[src/jsu_pkg.sv]
// Shared types, status codes and helpers for the JSON string unescaper.
// No dependencies; imported by json_string_unescape_utf8.
`timescale 1ns / 1ps
`default_nettype none

package jsu_pkg;

  // Parser phase.
  typedef enum logic [1:0] {
    PH_IDLE = 2'd0,
    PH_BODY = 2'd1,
    PH_ESC  = 2'd2,
    PH_HEX  = 2'd3
  } phase_t;

  // Result status codes.
  localparam logic [2:0] ST_DATA   = 3'd0;
  localparam logic [2:0] ST_DONE   = 3'd1;
  localparam logic [2:0] ST_NOQ    = 3'd2;
  localparam logic [2:0] ST_TRUNC  = 3'd3;
  localparam logic [2:0] ST_UNSUP  = 3'd4;
  localparam logic [2:0] ST_BADU   = 3'd5;
  localparam logic [2:0] ST_UNTERM = 3'd6;

  // Most results one text byte can cause.
  localparam int MaxResults = 4;

  // Character codes used by the parser.
  localparam logic [7:0] CH_QUOTE  = 8'h22;
  localparam logic [7:0] CH_BSLASH = 8'h5C;
  localparam logic [7:0] CH_SLASH  = 8'h2F;
  localparam logic [7:0] CH_LOW_U  = 8'h75;

  // One result item.
  typedef struct packed {
    logic [7:0] data;
    logic [2:0] status;
  } result_t;

  // Hex digit decode: valid flag in bit 4, value in bits 3:0.
  function automatic logic [4:0] hex_decode(input logic [7:0] c);
    logic [4:0] r;
    r = 5'd0;
    if (c >= 8'h30 && c <= 8'h39) begin
      r = {1'b1, 4'(c - 8'h30)};
    end else if (c >= 8'h61 && c <= 8'h66) begin
      r = {1'b1, 4'(c - 8'h57)};
    end else if (c >= 8'h41 && c <= 8'h46) begin
      r = {1'b1, 4'(c - 8'h37)};
    end
    return r;
  endfunction

endpackage

`default_nettype wire

[src/json_string_unescape_utf8.sv]
// JSON string unescaper with UTF-8 encoding of \u escapes.
// Depends on jsu_pkg for phase type, status codes and hex decode.
// Results of a text byte are registered; the first is presented in the cycle after acceptance.
// Throughput: one text byte per cycle while each byte gives at most one result and
// the output is not stalled; a byte that gives several results holds the input
// until the single output port has drained the buffer down to its last result.
// Reset: synchronous active-high rst returns the parser to idle and empties the buffer.
`timescale 1ns / 1ps
`default_nettype none

module json_string_unescape_utf8 (
  input  wire logic        clk,
  input  wire logic        rst,
  input  wire logic        s_tvalid,
  output logic             s_tready,
  input  wire logic [7:0]  s_tdata,   // [7:0] text_byte
  input  wire logic        s_tlast,   // end_of_text
  output logic             m_tvalid,
  input  wire logic        m_tready,
  output logic [7:0]       m_tdata,   // [7:0] out_byte
  output logic [2:0]       m_tuser,   // [2:0] status
  output logic             m_tlast    // last_of_run
);
  import jsu_pkg::*;

  // Parser state.
  phase_t      phase, phase_next;
  logic [1:0]  hex_seen, hex_seen_next;
  logic [15:0] code_point, code_point_next;

  // Result buffer: entry 0 is presented on the output.
  result_t     rbuf [MaxResults];
  logic [2:0]  cnt;

  // Results of the incoming byte.
  result_t     res [MaxResults];
  logic [2:0]  res_n;

  logic        in_xfer, out_xfer;
  logic [7:0]  b;
  logic        last;
  logic [4:0]  hex;
  logic [15:0] cp_new;
  logic        data_emitted;

  assign in_xfer  = s_tvalid && s_tready;
  assign out_xfer = m_tvalid && m_tready;
  // Accept when the buffer is empty or its only result leaves this cycle.
  assign s_tready = (cnt == 3'd0) || (cnt == 3'd1 && m_tready);

  assign b      = s_tdata;
  assign last   = s_tlast;
  assign hex    = hex_decode(s_tdata);
  assign cp_new = {code_point[11:0], hex[3:0]};

  // Decode one text byte into next state and up to four results.
  always_comb begin
    phase_next      = phase;
    hex_seen_next   = hex_seen;
    code_point_next = code_point;
    res_n           = 3'd0;
    data_emitted    = 1'b0;
    for (int i = 0; i < MaxResults; i++) begin
      res[i] = '{data: 8'h00, status: ST_DATA};
    end
    case (phase)
      PH_IDLE: begin
        if (b != CH_QUOTE) begin
          res[0] = '{data: 8'h00, status: ST_NOQ};
          res_n  = 3'd1;
        end else if (last) begin
          res[0] = '{data: 8'h00, status: ST_UNTERM};
          res_n  = 3'd1;
        end else begin
          phase_next = PH_BODY;
        end
      end
      PH_BODY: begin
        if (b == CH_QUOTE) begin
          res[0]     = '{data: 8'h00, status: ST_DONE};
          res_n      = 3'd1;
          phase_next = PH_IDLE;
        end else if (b == CH_BSLASH) begin
          if (last) begin
            res[0]     = '{data: 8'h00, status: ST_TRUNC};
            res_n      = 3'd1;
            phase_next = PH_IDLE;
          end else begin
            phase_next = PH_ESC;
          end
        end else begin
          res[0]       = '{data: b, status: ST_DATA};
          res_n        = 3'd1;
          data_emitted = 1'b1;
        end
      end
      PH_ESC: begin
        res_n        = 3'd1;
        data_emitted = 1'b1;
        phase_next   = PH_BODY;
        case (b)
          CH_QUOTE, CH_BSLASH, CH_SLASH: res[0] = '{data: b, status: ST_DATA};
          8'h62: res[0] = '{data: 8'h08, status: ST_DATA};
          8'h66: res[0] = '{data: 8'h0C, status: ST_DATA};
          8'h6E: res[0] = '{data: 8'h0A, status: ST_DATA};
          8'h72: res[0] = '{data: 8'h0D, status: ST_DATA};
          8'h74: res[0] = '{data: 8'h09, status: ST_DATA};
          CH_LOW_U: begin
            data_emitted = 1'b0;
            if (last) begin
              res[0]     = '{data: 8'h00, status: ST_BADU};
              phase_next = PH_IDLE;
            end else begin
              res_n           = 3'd0;
              phase_next      = PH_HEX;
              hex_seen_next   = 2'd0;
              code_point_next = 16'h0000;
            end
          end
          default: begin
            data_emitted = 1'b0;
            res[0]       = '{data: 8'h00, status: ST_UNSUP};
            phase_next   = PH_IDLE;
          end
        endcase
      end
      PH_HEX: begin
        if (!hex[4]) begin
          res[0]     = '{data: 8'h00, status: ST_BADU};
          res_n      = 3'd1;
          phase_next = PH_IDLE;
        end else if (hex_seen != 2'd3) begin
          if (last) begin
            res[0]     = '{data: 8'h00, status: ST_BADU};
            res_n      = 3'd1;
            phase_next = PH_IDLE;
          end else begin
            code_point_next = cp_new;
            hex_seen_next   = hex_seen + 2'd1;
          end
        end else begin
          // Fourth digit: encode the code point as UTF-8.
          if (cp_new <= 16'h007F) begin
            res[0] = '{data: cp_new[7:0], status: ST_DATA};
            res_n  = 3'd1;
          end else if (cp_new <= 16'h07FF) begin
            res[0] = '{data: {3'b110, cp_new[10:6]}, status: ST_DATA};
            res[1] = '{data: {2'b10, cp_new[5:0]}, status: ST_DATA};
            res_n  = 3'd2;
          end else begin
            res[0] = '{data: {4'b1110, cp_new[15:12]}, status: ST_DATA};
            res[1] = '{data: {2'b10, cp_new[11:6]}, status: ST_DATA};
            res[2] = '{data: {2'b10, cp_new[5:0]}, status: ST_DATA};
            res_n  = 3'd3;
          end
          data_emitted    = 1'b1;
          phase_next      = PH_BODY;
          hex_seen_next   = 2'd0;
          code_point_next = 16'h0000;
        end
      end
      default: begin
        phase_next = PH_IDLE;
      end
    endcase
    // Text ending after data closes with an unterminated result and goes idle.
    if (data_emitted && last) begin
      res[res_n[1:0]] = '{data: 8'h00, status: ST_UNTERM};
      res_n           = res_n + 3'd1;
      phase_next      = PH_IDLE;
    end
    if (phase_next == PH_IDLE) begin
      hex_seen_next   = 2'd0;
      code_point_next = 16'h0000;
    end
  end

  // Parser state register.
  always_ff @(posedge clk) begin
    if (rst) begin
      phase      <= PH_IDLE;
      hex_seen   <= 2'd0;
      code_point <= 16'h0000;
    end else if (in_xfer) begin
      phase      <= phase_next;
      hex_seen   <= hex_seen_next;
      code_point <= code_point_next;
    end
  end

  // Result count: load on a new byte, count down as results leave.
  always_ff @(posedge clk) begin
    if (rst) begin
      cnt <= 3'd0;
    end else if (in_xfer) begin
      cnt <= res_n;
    end else if (out_xfer) begin
      cnt <= cnt - 3'd1;
    end
  end

  // Result payload: load a new burst or shift toward the output.
  always_ff @(posedge clk) begin
    if (in_xfer) begin
      for (int i = 0; i < MaxResults; i++) begin
        rbuf[i] <= res[i];
      end
    end else if (out_xfer) begin
      for (int i = 0; i < MaxResults - 1; i++) begin
        rbuf[i] <= rbuf[i + 1];
      end
    end
  end

  // Output side.
  assign m_tvalid = (cnt != 3'd0);
  assign m_tdata  = rbuf[0].data;
  assign m_tuser  = rbuf[0].status;
  assign m_tlast  = (cnt == 3'd1);

endmodule

`default_nettype wire
[config.mk]
export PLATFORM = sky130hd
export DESIGN_NAME = json_string_unescape_utf8
export DESIGN_NICKNAME = d
export VERILOG_FILES = /design/src/jsu_pkg.sv /design/src/json_string_unescape_utf8.sv
export SDC_FILE = /design/constraint.sdc
export NUM_CORES = 1
export LEC_CHECK = 0
export ABC_AREA = 1
export BUFFER_PORTS_ARGS = -buffer_cell sky130_fd_sc_hd__buf_2
export CAP_MARGIN = 40
export CELL_PAD_IN_SITES_DETAIL_PLACEMENT = 1
export CELL_PAD_IN_SITES_GLOBAL_PLACEMENT = 1
export CORE_ASPECT_RATIO = 1.5
export CORE_MARGIN = 2
export CORE_UTILIZATION = 35
export CTS_CLUSTER_DIAMETER = 200
export DETAILED_ROUTE_END_ITERATION = 8
export PLACE_DENSITY = 0.76
export SLEW_MARGIN = 20
export SYNTH_ARGS = -nofsm -noshare
export SYNTH_HDL_FRONTEND = slang
export SYNTH_SLANG_ARGS = --single-unit
[constraint.sdc]
create_clock -name clk -period 5.4 [get_ports clk]
set_input_delay 0.54 -clock clk [delete_from_list [all_inputs] [get_ports clk]]
set_output_delay 0.54 -clock clk [all_outputs]
set_load 0.01 [all_outputs]
Yosys cells after proc, flatten, opt, wreduce, memory -nomap -nowiden
Memory sizes are Yosys's and may differ from the RTL's.
Cells that the tools add are included.
W data, S select, Z words.
{"block": "word_totals", "n_memories": 1, "register_bits": 19, "word_cells": 141, "ramBits": 44, "out_inout_bits": 14}
{"name": "rbuf", "depth": 4, "width": 11, "read_ports": 4, "rd_clocked_by_memory_dff": 0, "write_ports": 4, "line": "json_string_unescape_utf8.sv:32", "source": "result_t rbuf [MaxResults];"}
{"block": "op_classes", "bitwise": 7, "n_addsub": 6, "mux": 76, "reduce_logical": 18, "magnitude_cmp": 10, "n_eq_ne": 19}
{"cell": "$mux W11", "n": 10}
{"cell": "$mux W22", "n": 4}
{"cell": "$pmux W11 S7", "n": 1}
{"cell": "$mux W12", "n": 6}
{"cell": "$eq A8 B7 Y1 const B", "n": 7}
{"cell": "$mux W44", "n": 1}
{"cell": "$pmux W11 S4", "n": 1}
{"cell": "$and A36 B36 Y36", "n": 1}
{"cell": "$mux W2", "n": 18}
{"cell": "$not A36 Y36", "n": 1}
{"cell": "$mux W3", "n": 8}
{"cell": "$pmux W12 S2", "n": 1}
{"cell": "$demux W11 S2", "n": 1}
{"cell": "$mux W20", "n": 1}
{"cell": "$eq A8 B6 Y1 const B", "n": 2}
{"cell": "$ge A8 B7 Y1 const B", "n": 2}
{"cell": "$le A16 B11 Y1 const B", "n": 1}
{"cell": "$le A16 B7 Y1 const B", "n": 1}
{"cell": "$le A8 B7 Y1 const B", "n": 2}
{"cell": "$mux W1", "n": 16}
{"cell": "$mux W5", "n": 3}
{"cell": "$pmux W3 S4", "n": 1}
{"cell": "$ge A8 B6 Y1 const B", "n": 1}
{"cell": "$le A8 B6 Y1 const B", "n": 1}
{"cell": "30 further kinds", "n": 45}

Depth between registers and ports, before layout
{"block": "logic_depth", "ltp_word": 20, "ltp_mapped": 20}

Worst setup path after synthesis
Ideal clock, no wire load.
{"block": "synth_path", "path_kind": "input-to-reg", "startpoint": "input port s_tdata[0]", "endpoint": "memory rbuf[0][32] (netlist bit), data pin", "path_buffers": 1, "path_stages": 14, "arrival_ns": 2.332, "path_slack_ns": 2.799, "setup_ns": 0.269, "path_cell_list": "inv_1 > ha_1 > nand3b_1 > nand3_2 > nand2_2 > buf_6 > nand2_1 > nand2_1 > nand4_1 > inv_2 > ha_1 > inv_1 > o211ai_1 > inv_1"}
{"item": "start: declaration", "line": "json_string_unescape_utf8.sv:16", "source": "input wire logic [7:0] s_tdata,"}
{"item": "end: declaration", "line": "json_string_unescape_utf8.sv:32"}

==> run summary <==
Final Non-Filler Cells: 584
Slew Limit Headroom: 47.88%
HP Class: reg2reg
Post-route DRC: 0
placed instance area: 3387 µm²
average vias per placed instance: 5.207
Die X: 82.69 µm
Final ANT Viol Nets: 0
Port Buffer Count: 26
Fmax achieved: 0.3253 GHz
diodes inserted: 0
Slew @ Worst Pin: 0.7809 ns
reg2reg end: rbuf[0][19]$_DFFE_PP_
CP most frequent cell: inv_1
final hold vios: 0
DPL Wire Length: 7511 µm
Worst VDD drop: 0.0001862 V
distinct cell type count after synthesis: 36
initial antenna violation count: 0
Post-Syn Area: 3251 µm²
hold depth: 2
CTS resizes: 0
RSZ-0062 raised after global routing: false
first-pass GRT wire length: 15380 µm
first-pass iteration count of the detailed router: 4
FF-to-FF path depth: 12
min Tclk post-route: 3.074 ns
Worst Path Max Fanout: 24
pwr/cell area: 535.6 nW/µm²
layout cells sized above 1: 13.35%
skew final: 0.003895 ns
ys flop type: edfxtp_1
Final nets: 497
total global routing track utilization: 20.25%
Initial Util: 35.54%
reg2reg setup slack: 2.33 ns
CP max stage cell: nor2_2
clock-pin slew on the worst setup and hold paths: 0.07 ns
LEAKAGE: 1.684 nW
period utilisation layout: 56.93%
syn_nets: 483
placed cells: 576
CTS root buf: clkbuf_16
Layout Area Growth over Synthesis: 9.469%
worst r2r src: cnt[0]$_SDFFE_PP0P_
critical path class: reg2reg
Die Ht: 122.0 µm
Hold EP: hex_seen[1]$_SDFFE_PP0P_
Synth Register Bits: 47
WP data required: 5.44 ns
share of the synthesized area in the top cell type: 25.87%
routability cong.: 0.8554
via count: 3041
Core Region: 9146 µm²
Syn Area/Cell: 7.113 µm²
Worst EP arrival: 3.12 ns
post-CTS setup buffer count: 0
total congestion overflow: 0
Site Rows: 43
total I/O pin count: 27
hold_ws: 0.4975 ns
setup_tns: 0 ns
Max Cap Viol: 0
Die ar.: 10090 µm²
final setup fails: 0
largest net degree at the start of global routing: 34
Non-Filler Cell Area, Final: 3558 µm²
final max-slew violation count: 0
Synth warnings: 0
Skew-Pair Late Insertion Delay: 0.30 ns
final wirelength: 9517 µm
1st-iter DRT viols: 196
Post-Syn Instances: 457
Synth area leaders: edfxtp_1 (26%), nand2_1 (14%), dfxtp_1 (12%), inv_1 (7.2%), nand3_1 (5.5%)
total CTS buffers: 5
status: finished clean
HP Start: hex_seen[1]$_SDFFE_PP0P_
EDFF count, synth: 28
# H-tree levels: 2
Clock Sinks: 47
CTS tree: yes
number of hold buffers added after CTS: 0
Worst setup EP type: register
CP Launch Type: register
CP max stage delay: 0.72 ns
register area share after synthesis: 37.57%
critical path, cell by cell: inv_1 > ha_1 > nand2_1 > nand2_1 > nand2_1 > inv_1 > nor2_2 > inv_1 > o21ai_0 > inv_1 > nand3_1 > o21ai_0
clock tree buffer depth: 2
leading area contributor after synthesis: edfxtp_1
vias in the first global route: 3155
Routed WL per cell: 16.30 µm
asr flop ratio synth: 0%
## cell usage after synthesis (2+ instances only)
library cell,n
nor2_2,4
nand2_2,8
o211ai_1,2
nand4_1,6
ha_1,13
dfxtp_1,19
a31oi_1,3
nand3_2,3
nand3_1,36
o31ai_1,2
o21ai_0,29
clkbuf_1,4
a22oi_1,4
inv_2,8
a22o_1,2
buf_6,3
a21oi_1,14
xor2_1,3
inv_1,62
nand2_4,3
buf_2,2
buf_4,11
o221ai_1,2
nor2_1,47
o2111ai_1,2
nand2_1,124
o22ai_1,5
edfxtp_1,28
## critical path, delay by kind of cell (launching register included)
family / cells / cell delay [ns]
compound gates: 2 / 0.23
buf+inv: 4 / 0.81
fa+ha+maj: 1 / 0.22
simple gates: 5 / 1.19
flops: 1 / 0.36
## flip-flops by register name (all words and copies together) (netlist names)
signal,count
rbuf,28
code_point,12
cnt,3
hex_seen,2
phase,2
## cell usage in the layout (no fill, tap or decap), types with 2 or more instances in the layout
master and count:
o211ai_1 2, nand4_1 6, ha_1 13, inv_2 8, a22oi_1 4, nand2_4 3, inv_1 62, dfxtp_1 19
nand3_2 3, nand2_2 8, xor2_1 3, o22ai_1 5, buf_2 26, edfxtp_1 28, a21oi_1 14, nand3_1 36
nand2_1 124, a31oi_1 3, nor2_2 4, o31ai_1 2, a22o_1 2, nor2_1 47, o221ai_1 2, o21ai_0 29
o2111ai_1 2, clkbuf_16 5
## layout make-up
| cell class | instances | area (µm²) |
|---|---|---|
| tap | 112 | 140.1 |
| fill | 1191 | 5588 |
| clock inverter | 3 | 46.29 |
| inverter | 71 | 266.5 |
| clock buffer | 5 | 125.1 |
| timing repair buffer | 27 | 137.6 |
| multi-input combinational | 319 | 1622 |
| sequential | 47 | 1221 |
## cell families (layout without fill, tap and decap cells)
family / after synthesis / after routing / share of synthesized area (%)
AND/OR/NAND/NOR: 235 / 235 / 31.76
buffers and inverters: 91 / 106 / 12.55
AO/OA/AOI/OAI: 68 / 68 / 12.32
flip-flops: 47 / 47 / 37.57
adder cells (fa/ha/maj): 13 / 13 / 5.004
XOR/XNOR: 3 / 3 / 0.8085
## metrics by stage
step,worst slack (ns),util (%),power [mW]
CTS,2.283,38.91,1.914
global route,1.979,38.91,2.063
floorplan,2.799,-,1.316
detailed placement,2.119,37.03,1.538
finish,2.326,38.91,1.906
global placement,2.198,37.03,1.507
## power by group
group          total [mW]  internal (mW)  leakage, nW  switching, mW
sequential          0.646          0.573        0.439         0.0723
clock               0.365          0.220       0.0804          0.145
combinational       0.895          0.252         1.16          0.643
total                1.91           1.05         1.68          0.860
## metal layers
layer / vias to the layer above / wire [µm] / track usage (%)
met2: 73 / 5019 / 35.84
met5: - / 0 / 0
met4: 0 / 534 / 13.52
li1: 1500 / - / -
met1: 1438 / 3643 / 21.10
met3: 30 / 319 / 3.556
## worst max-delay path by stage
| stage | cells past startpoint | endpoint | from |
|---|---|---|---|
| after global placement | 13 | rbuf[0][26]$_SDFFCE_PP0P_ | s_tdata[1] |
| after detailed placement | 13 | rbuf[0][29]$_SDFFCE_PP0P_ | s_tdata[1] |
| after global routing | 12 | rbuf[0][19]$_DFFE_PP_ | cnt[0]$_SDFFE_PP0P_ |
| after floorplan | 14 | rbuf[0][32]$_SDFFCE_PP0P_ | s_tdata[0] |
| final | 12 | rbuf[0][19]$_DFFE_PP_ | cnt[0]$_SDFFE_PP0P_ |
| after CTS | 12 | rbuf[0][19]$_DFFE_PP_ | cnt[0]$_SDFFE_PP0P_ |
Note: power is estimated with default switching activity, not from simulation.
